**src/rtl/core/pdq_pkg.sv**
```systemverilog
// shared types, constants and error arithmetic of the palette dither quantizer
package pdq_pkg;

    // geometry and palette limits
    localparam int MAX_WIDTH     = 4096;
    localparam int PALETTE_DEPTH = 256;
    localparam int COL_W         = $clog2(MAX_WIDTH);
    localparam int PAL_AW        = $clog2(PALETTE_DEPTH);
    localparam int PAL_CNT_W     = PAL_AW + 1;

    // register widths
    localparam int CFG_SIZE_W   = 9;
    localparam int CFG_WIDTH_W  = 13;
    localparam int CFG_HEIGHT_W = 16;
    localparam int CFG_DATA_W   = 16;
    localparam int CFG_IDX_W    = 2;
    localparam int WID_W        = (COL_W + 1 > CFG_WIDTH_W) ? COL_W + 1 : CFG_WIDTH_W;

    // register indexes
    localparam logic [CFG_IDX_W-1:0] CFG_PALETTE_SIZE  = 2'd0;
    localparam logic [CFG_IDX_W-1:0] CFG_DITHER_ENABLE = 2'd1;
    localparam logic [CFG_IDX_W-1:0] CFG_IMAGE_WIDTH   = 2'd2;
    localparam logic [CFG_IDX_W-1:0] CFG_IMAGE_HEIGHT  = 2'd3;

    // register reset values
    localparam logic [CFG_SIZE_W-1:0]   RST_PALETTE_SIZE = 9'd2;
    localparam logic [CFG_WIDTH_W-1:0]  RST_IMAGE_WIDTH  = 13'd640;
    localparam logic [CFG_HEIGHT_W-1:0] RST_IMAGE_HEIGHT = 16'd480;

    // item modes
    localparam logic MODE_LOAD  = 1'b0;
    localparam logic MODE_PIXEL = 1'b1;

    // error fixed point: 8 fractional bits, stored values 20 bits
    localparam int ERR_W = 20;
    localparam int V_W   = 23;
    localparam logic signed [ERR_W-1:0] ERR_MAX_V = {1'b0, {(ERR_W-1){1'b1}}};
    localparam logic signed [ERR_W-1:0] ERR_MIN_V = {1'b1, {(ERR_W-1){1'b0}}};
    localparam logic signed [V_W:0] SUM_MAX = {{(V_W+1-ERR_W){1'b0}}, ERR_MAX_V};
    localparam logic signed [V_W:0] SUM_MIN = {{(V_W+1-ERR_W){1'b1}}, ERR_MIN_V};

    // diffusion weights in sixteenths
    localparam logic [2:0] W_RIGHT       = 3'd7;
    localparam logic [2:0] W_BELOW_LEFT  = 3'd3;
    localparam logic [2:0] W_BELOW       = 3'd5;
    localparam logic [2:0] W_BELOW_RIGHT = 3'd1;

    typedef struct packed {
        logic       mode;
        logic [7:0] entry_index;
        logic [7:0] entry_value;
        logic [7:0] pixel;
    } in_word_t;

    typedef struct packed {
        logic [7:0] color_index;
        logic [7:0] color_value;
        logic       frame_end;
    } out_word_t;

    // search request and answer between the sequencer and the search unit
    typedef struct packed {
        logic                  start;
        logic [PAL_CNT_W-1:0]  count;
        logic signed [V_W-1:0] level;
    } srch_req_t;

    typedef struct packed {
        logic              done;
        logic [PAL_AW-1:0] index;
        logic [7:0]        level;
    } srch_rsp_t;

    typedef struct packed {
        logic              en;
        logic [PAL_AW-1:0] addr;
        logic [7:0]        level;
    } pal_wr_t;

    function automatic logic signed [V_W-1:0] err_ext(input logic signed [ERR_W-1:0] e);
        return {{(V_W-ERR_W){e[ERR_W-1]}}, e};
    endfunction

    // floor((e * c) / 16)
    function automatic logic signed [V_W-1:0] err_share(input logic signed [V_W-1:0] e,
                                                        input logic [2:0] c);
        logic signed [V_W+2:0] p;
        p = e * $signed({1'b0, c});
        return V_W'(p >>> 4);
    endfunction

    function automatic logic signed [ERR_W-1:0] err_sat(input logic signed [V_W:0] s);
        if (s > SUM_MAX)
        begin
            return ERR_MAX_V;
        end
        else if (s < SUM_MIN)
        begin
            return ERR_MIN_V;
        end
        return s[ERR_W-1:0];
    endfunction

    // saturating add of a stored error and a share
    function automatic logic signed [ERR_W-1:0] err_acc(input logic signed [ERR_W-1:0] a,
                                                      input logic signed [V_W-1:0] sh);
        logic signed [V_W:0] s;
        s = {{(V_W+1-ERR_W){a[ERR_W-1]}}, a} + {sh[V_W-1], sh};
        return err_sat(s);
    endfunction

endpackage

```
**src/rtl/core/pdq_ram.sv**
```systemverilog
// generic single-clock ram, one write port and one registered read port
module pdq_ram #(
    parameter int WIDTH = 8,
    parameter int DEPTH = 256
) (
    input  logic                     clk,
    input  logic                     we,
    input  logic [$clog2(DEPTH)-1:0] waddr,
    input  logic [WIDTH-1:0]         wdata,
    input  logic [$clog2(DEPTH)-1:0] raddr,
    output logic [WIDTH-1:0]         rdata
);

    logic [WIDTH-1:0] mem [DEPTH];

    always_ff @(posedge clk)
    begin
        if (we)
        begin
            mem[waddr] <= wdata;
        end
        rdata <= mem[raddr];
    end

endmodule

```
**src/rtl/core/pdq_nearest.sv**
```systemverilog
// palette store and nearest-entry search, one entry compared per cycle
module pdq_nearest
    import pdq_pkg::*;
(
    input  logic      clk,
    input  logic      rst_n,
    input  pal_wr_t   pal_wr,
    input  srch_req_t req,
    output srch_rsp_t rsp
);

    localparam int DIST_W = V_W + 1;

    logic                  busy_reg, busy_next;
    logic                  done_reg, done_next;
    logic [PAL_CNT_W-1:0]  cmp_reg, cmp_next;
    logic [PAL_CNT_W-1:0]  count_reg, count_next;
    logic signed [V_W-1:0] level_reg, level_next;
    logic [DIST_W-1:0]     bestd_reg, bestd_next;
    logic [PAL_AW-1:0]     best_idx_reg, best_idx_next;
    logic [7:0]            best_val_reg, best_val_next;

    logic [PAL_AW-1:0]     pal_raddr;
    logic [7:0]            pal_rdata;
    logic [DIST_W-1:0]     diff;
    logic [DIST_W-1:0]     abs_diff;
    logic [PAL_CNT_W-1:0]  cmp_inc;
    logic                  last;

    pdq_ram #(
        .WIDTH (8),
        .DEPTH (PALETTE_DEPTH)
    ) u_palette (
        .clk   (clk),
        .we    (pal_wr.en),
        .waddr (pal_wr.addr),
        .wdata (pal_wr.level),
        .raddr (pal_raddr),
        .rdata (pal_rdata)
    );

    assign cmp_inc   = cmp_reg + PAL_CNT_W'(1);
    // entry 0 is fetched while idle so it is ready on the first compare
    assign pal_raddr = busy_reg ? cmp_inc[PAL_AW-1:0] : '0;
    assign diff      = {level_reg[V_W-1], level_reg}
                     - {{(DIST_W-16){1'b0}}, pal_rdata, 8'h00};
    assign abs_diff  = diff[DIST_W-1] ? (~diff + DIST_W'(1)) : diff;
    assign last      = (cmp_inc == count_reg);

    always_comb
    begin
        busy_next     = busy_reg;
        done_next     = 1'b0;
        cmp_next      = cmp_reg;
        count_next    = count_reg;
        level_next    = level_reg;
        bestd_next    = bestd_reg;
        best_idx_next = best_idx_reg;
        best_val_next = best_val_reg;
        if (busy_reg)
        begin
            // strict less keeps the lowest index on a tie
            if (cmp_reg == '0 || abs_diff < bestd_reg)
            begin
                bestd_next    = abs_diff;
                best_idx_next = cmp_reg[PAL_AW-1:0];
                best_val_next = pal_rdata;
            end
            cmp_next = cmp_inc;
            if (last)
            begin
                busy_next = 1'b0;
                done_next = 1'b1;
            end
        end
        else if (req.start)
        begin
            busy_next  = 1'b1;
            cmp_next   = '0;
            count_next = req.count;
            level_next = req.level;
        end
    end

    always_ff @(posedge clk or negedge rst_n)
    begin
        if (!rst_n)
        begin
            busy_reg <= 1'b0;
            done_reg <= 1'b0;
            cmp_reg  <= '0;
        end
        else
        begin
            busy_reg <= busy_next;
            done_reg <= done_next;
            cmp_reg  <= cmp_next;
        end
    end

    always_ff @(posedge clk)
    begin
        count_reg    <= count_next;
        level_reg    <= level_next;
        bestd_reg    <= bestd_next;
        best_idx_reg <= best_idx_next;
        best_val_reg <= best_val_next;
    end

    assign rsp.done  = done_reg;
    assign rsp.index = best_idx_reg;
    assign rsp.level = best_val_reg;

endmodule
```
**config.mk**
```make
export PLATFORM = sky130hd
export DESIGN_NAME = pdq_nearest
export DESIGN_NICKNAME = d
export VERILOG_FILES = /design/src/rtl/core/pdq_pkg.sv /design/src/rtl/core/pdq_ram.sv /design/src/rtl/core/pdq_nearest.sv
export SDC_FILE = /design/constraint.sdc
export NUM_CORES = 2
export LEC_CHECK = 0
export BUFFER_PORTS_ARGS = -buffer_cell sky130_fd_sc_hd__clkbuf_2
export CORE_UTILIZATION = 57
export DETAILED_ROUTE_END_ITERATION = 7
export GPL_TIMING_DRIVEN = 1
export MAX_ROUTING_LAYER = met4
export PLACE_DENSITY_LB_ADDON = 0.2
export SLEW_MARGIN = 20
export SYNTH_ARGS = -nofsm -noshare
export SYNTH_HDL_FRONTEND = slang
export SYNTH_SLANG_ARGS = --single-unit
```
**constraint.sdc**
```tcl
create_clock -name clk -period 8.2 [get_ports clk]
set_clock_uncertainty 0.2 [all_clocks]
set_input_delay 0.82 -clock clk [delete_from_list [all_inputs] [get_ports clk]]
set_output_delay 0.82 -clock clk [all_outputs]
set_load 0.02 [all_outputs]
```
Word-level counts from Yosys, hierarchy flattened
Memories as Yosys holds them, arrays and structs flattened. A register that Yosys moved wholly into a read port is not among the register bits. Cells that the tools add are included.

Reductions and logical operators: 5. $lt $le $gt $ge: 1. Shift-type cells: 0. Bitwise gates (word level): 2. Muxes and demuxes: 11. $add $sub $neg: 3. Equality and inequality tests: 1. $mul: 0. Divide/modulo/power cells: 0.

Operator list (number): $add 24x1->24 const B (1); $lt 24x24->1 (1); $mux 24 (1); $not 24->24 (1); $sub 23x17->24 (1); $mux 9 (2); $add 9x1->9 const B (1); $eq 9x9->1 (1); $logic_not 9->1 (1); $mux 8 (1); $mux 1 (7); $reduce_and 2->1 (2); $reduce_bool 2->1 (1); $logic_or 1x1->1 (1); $not 1->1 (1).

Bits in latches: 0. Memories kept: 1. Output and inout port bits: 17. Register bits after elaboration: 83. Logic and storage cells: 32. Input bits: 52. Bits in read-only memories: 0. RAM bits: 2048.

Memory list: u_palette.mem (depth 256, width 8, read ports 1, clocked after memory_dff 1, wr ports 1, line pdq_ram.sv:14) `logic [WIDTH-1:0] mem [DEPTH];`.

Depth between registers and ports, before layout
Depth in word-level cells: 7. Mapped depth: 20. Gate-level depth less buffers: 18.

By module
Synthesis repeated with hierarchy kept, for this count alone.

Cell total of the unflattened synthesis: 4113. Area total of the unflattened synthesis: 84069.4 um^2.

Modules (own cells, without submodules): pdq_ram (sequential area each 61659.1 um^2, times used 1, area an instance 79556.3 um^2, cells each 3733); pdq_nearest (sequential area each 2437.3 um^2, times used 1, area an instance 4513.1 um^2, cells each 380).

Worst setup path after synthesis
Ideal clock, no wire load.

Kind: reg-to-reg. From: reg level_reg[13]. To: reg best_idx_reg[0], enable pin. Arrival: 6.921 ns. Cell stages (with the launch flop): 20. Setup time: 0.503 ns. Setup slack: 0.576 ns. Data required time: 7.497 ns. Period minus slack after synthesis: 7.624 ns. Path buffers: 2. Cells stage by stage: edfxtp_1 -> ha_1 -> or2_2 -> clkbuf_1 -> nor3_1 -> a211oi_1 -> or4_1 -> o21bai_1 -> buf_2 -> o21ai_0 -> xnor2_1 -> ha_1 -> a21o_1 -> a21o_1 -> a21o_1 -> a21o_1 -> a21oi_1 -> o21ai_0 -> o21bai_1 -> a221oi_1.

Elaborated cells between the ends (all ways): 7. Classes of those cells: add/sub: 2; order compare: 1; mux: 1; bitwise: 1; reduce/logical: 2.

RTL lines: start: declaration (line pdq_nearest.sv:18) `logic signed [V_W-1:0] level_reg, level_next;`; start signal: assignment (line pdq_nearest.sv:104) `level_reg <= level_next;`; $sub 23x17->24 (line pdq_nearest.sv:46) `- {{(DIST_W-16){1'b0}}, pal_rdata, 8'h00};`; $mux 24 (line pdq_nearest.sv:47) `assign abs_diff = diff[DIST_W-1] ? (~diff + DIST_W'(1)) : diff;`; named net abs_diff[9] (line pdq_nearest.sv:26) `logic [DIST_W-1:0] abs_diff;`; $lt 24x24->1 (line pdq_nearest.sv:63) `if (cmp_reg == '0 || abs_diff < bestd_reg)`; $logic_or 1x1->1 (line pdq_nearest.sv:63); $reduce_and 2->1 (no line); end signal: assignment (line pdq_nearest.sv:106) `best_idx_reg <= best_idx_next;`; end: declaration (line pdq_nearest.sv:20) `logic [PAL_AW-1:0] best_idx_reg, best_idx_next;`.

The timed path passes the listed nets, and every way through them passes these cells. A chain may end at the register's enable or synchronous reset.

Final worst setup path
From: reg level_reg[13]. To: reg bestd_reg[23], enable pin.

Elaborated cells between the ends (all ways): 7. Classes of those cells: add/sub: 2; order compare: 1; mux: 1; bitwise: 1; reduce/logical: 2.

RTL lines: $sub 23x17->24 (line pdq_nearest.sv:46); $mux 24 (line pdq_nearest.sv:47); named net abs_diff[9] (line pdq_nearest.sv:26); $lt 24x24->1 (line pdq_nearest.sv:63); $logic_or 1x1->1 (line pdq_nearest.sv:63); $reduce_and 2->1 (no line); end signal: assignment (line pdq_nearest.sv:105) `bestd_reg <= bestd_next;`; end: declaration (line pdq_nearest.sv:19) `logic [DIST_W-1:0] bestd_reg, bestd_next;`.

The timed path passes the listed nets, and every way through them passes these cells.

==> flow_metrics.py <==
metrics = {
    "detailed_routing": {
        "drc": 1,
        "detail_route.first_pass.iterations": 8,
        "route.detailed.vias_per_inst": 6.82,
        "dr.first_iter.drc_count": 7455,
        "drt-wirelength-per-cell_um": 32.7,
        "vias": 48500,
        "wirelength_mm": 233,
        "ant_nets": 0,
    },
    "synthesis": {
        "avgSynthCellArea_um2": 17.7,
        "netlist_top_cells_count": "edfxtp_1, nor2_1, nand2_1",
        "synth.distinct_cells": 87,
        "post_synth_fa_ha_maj_area_fraction_pct": 0.521,
        "synth_compound_gate_area_share_pct": 7.11,
        "instance_count_of_the_mapped_netlist": 4843,
        "synth_top_area_share_pct": 74.4,
        "simple_gate_share_of_the_synthesized_area_pct": 4.62,
        "synth.area.top_cells": "edfxtp_1, mux4_2, o22ai_1",
        "share_of_synthesized_area_occupied_by_flip_flops_and_latches_pct": 74.9,
        "synth-xor-area-share_pct": 0.553,
        "netlist_area_pre_place_um2": 85500,
        "synth.mux.area_fraction_pct": 9.84,
        "synth_edf_count": 2120,
        "post-synth-top-count-cell": "edfxtp_1",
        "ys_warn_count": 0,
        "synth-async-reset-ratio_pct": 0.514,
        "synth.largest_area_cell": "edfxtp_1",
        "postSynth.topFlopCell": "edfxtp_1",
        "postSynthRegisterBits": 2139,
        "combinational_family_with_the_most_area_after_synthesis": "multiplexers",
    },
    "placed_design": {
        "finalWeightedCongestion": 0.894,
        "dp.final_hpwl_mm": 135,
        "place.port_buffers": 68,
    },
    "global_routing": {
        "busiest_layer": "met2",
        "track_usage_pct": 31.5,
        "groute.layer.met2.usage_pct": 46.8,
        "vias_in_the_first_global_route": 46600,
        "pin_count_of_the_biggest_net_entering_global_routing": 177,
        "grt_pass1_wl_mm": 331,
        "gr-usage-met1_pct": 44.2,
        "grt_overflow_total": 0,
        "antenna_found_initial": 10,
        "global_route.usage.met3_pct": 6.52,
    },
    "timing": {
        "drv_slew": 0,
        "rsz0062_at_grt": "no",
        "period_minus_slack_ns": 6.01,
        "maximum_clock_rate_ghz": 0.166,
        "timing.setup.tns_ns": 0,
        "max_slew.worst_pin.slew_ns": 1.21,
        "number_of_failing_hold_endpoints_at_the_final_stage": 0,
        "max_slew_margin_pct": 18.8,
        "timing.final.setup_violations": 0,
        "whs_ns": 0.213,
        "post-route-period-util_pct": 73.3,
    },
    "setup_path": {
        "reg2regPathDepth": 18,
        "timing.setup.critical_path_class": "reg -> reg",
        "timing.reg2reg.setup_slack_ns": 2.19,
        "cp_data_required_time_ns": 8.47,
        "timing.rr.end": "bestd_reg[23]$_DFFE_PP_",
        "worstSetupEndpointType": "register",
        "start_kind": "register",
        "cp_max_fo": 40,
        "critical_path_arrival_ns": 6.28,
        "crit-reg2reg-launch": "level_reg[13]$_DFFE_PP_",
    },
    "power_and_ir_drop": {
        "power_switching_share_pct": 38.1,
        "pwr-share-seq_pct": 33.7,
        "peakVddDrop_mv": 0.510,
        "power_report.internal_total_uw": 22700,
        "pwrdens_nw_per_um2": 387,
        "power.leakage_uw": 0.0299,
        "power.share.combinational_pct": 40.5,
        "power_uw": 36700,
        "p_switching_uw": 14000,
        "share_clk_of_total_power_pct": 25.8,
    },
    "floorplan": {
        "row_count": 141,
        "dieHeight_um": 389,
        "die_outline_area_um2": 152000,
        "die_w_um": 389,
        "initial_core_util_pct": 57.6,
        "core_area_um2": 148000,
        "io-pin-count": 69,
    },
    "layout": {
        "area_delta_synth_final_pct": 10.9,
        "fraction_of_final_layout_cells_sized_beyond_drive_strength_1_pct": 16.5,
        "num-nets-final": 5005,
        "largest_register_ff_count": 2048,
    },
    "flow_run": {
        "maxCapViolations": 0,
    },
    "clock_tree": {
        "clock-sinks": 2139,
        "clockRootBuffer": "clkbuf_16",
        "clock_tree.htree_level_count": 4,
        "post_cts_resize_count": 0,
        "clk_latency_ns": 0.86,
        "cts_setup_buffers": 0,
        "cts_hold_buffers": 33,
        "cts.path.max_buffers": 3,
        "cts_buffers": 209,
        "cts_tree": "built",
        "clk_pin_slew_worst_paths_ns": 0.06,
    },
    "outcome": {
        "violated_checks": "design-rule violations",
        "status": "complete, but fails checks",
    },
    "min_path": {
        "hold_path.class": "in -> async",
    },
}
power by group through the flow:
stage / registers [uW] / clock network, uW / logic (uW)
final: 12400 / 9460 / 14900
after global routing: 12400 / 9920 / 15300
after CTS: 12400 / 9520 / 14600
after detailed placement: 12600 / 0 / 14500
after global placement: 12600 / 0 / 14400
after floorplan: 12600 / 0 / 9160
cell families (layout without fill, tap and decap cells):
group                    count (synthesis)  count (layout)
adder cells (fa/ha/maj)                 35              35
flip-flops                            2139            2139
XOR/XNOR                                48              48
buffers and inverters                  387             646
AO/OA/AOI/OAI                          869             869
other                                    1              10
multiplexers                           471             471
AND/OR/NAND/NOR                        893             893
layer usage:
metal,wire length (um),vias to the layer above
met5,0,-
met4,7490,0
met3,26100,454
met2,109000,3079
met1,90200,25100
li1,-,19900
worst max-delay path, stage by stage, from the launching register on:
cell	delay, ns
edfxtp_1	0.37
ha_1	0.27
or2_2	0.37
nor3_1	0.20
a211oi_1	0.23
or4_1	0.56
o21bai_1	0.76
o21ai_0	0.28
xnor2_1	0.25
ha_1	0.27
a21o_1	0.16
a21o_1	0.17
a21o_1	0.17
a21o_1	0.16
a21oi_1	0.15
o21ai_0	0.10
o21bai_1	0.19
a221oi_4	0.26
buf_4	0.50
cells in the final DEF, fill, tap and decap left out, types with 11 or more instances in the layout:
master and instances:
inv_1 40, nor3_1 34, mux2i_1 136, bufinv_16 17, clkinv_2 44, a211oi_1 88
clkbuf_16 216, a21o_1 13, o221ai_1 122, a22oi_1 12, mux4_2 291, nand2_1 294
a311oi_1 48, nor4_1 15, o311ai_0 13, and3_1 20, o31ai_1 15, xnor2_1 32
a31oi_1 24, clkbuf_8 11, o21ai_0 112, nand3_1 90, buf_4 88, ha_1 33
mux2_2 42, clkbuf_1 50, clkinv_1 51, a21oi_1 79, nor2_1 312, buf_12 17
o22ai_1 226, and2_1 46, dlygate4sd3_1 33, clkbuf_2 60, edfxtp_1 2120, o211ai_1 27
nor2b_1 18, nand4_1 23
per-stage QoR:
step                      area (um^2)  std cells  utilization (%)  setup slack (ns)
after floorplan                 85500       4844                -             0.576
after global placement          87700       6674             59.1              2.15
after detailed placement        87700       6674             59.1              2.13
after CTS                       94800       7103             63.9              2.15
after global routing            94900       7109             63.9              1.82
final                           94900       7113             63.9              2.19
worst max-delay path by stage:
stage	start	end	slack [ns]	cells past startpoint
CTS	level_reg[13]$_DFFE_PP_	bestd_reg[23]$_DFFE_PP_	2.15	16
floorplan	level_reg[13]$_DFFE_PP_	best_idx_reg[0]$_DFFE_PP_	0.58	19
global placement	level_reg[13]$_DFFE_PP_	best_idx_reg[4]$_DFFE_PP_	2.15	16
global route	level_reg[13]$_DFFE_PP_	best_idx_reg[1]$_DFFE_PP_	1.82	16
finish	level_reg[13]$_DFFE_PP_	bestd_reg[23]$_DFFE_PP_	2.19	18
detailed placement	u_palette.rdata[5]$_DFF_P_	best_idx_reg[3]$_DFFE_PP_	2.13	17
area by class of cell:
type                            instances  area [um^2]
Timing Repair Buffer                  209         1810
Fill cell                           10100        53500
Clock inverter                        127         1110
Antenna cell                            8         20.0
Tap cell                             2002         2500
Multi-Input combinational cell       2318        19500
Clock buffer                          269         5630
Sequential cell                      2139        64100
Inverter                               41          156
No activity file was read; power rests on OpenSTA's default activity.
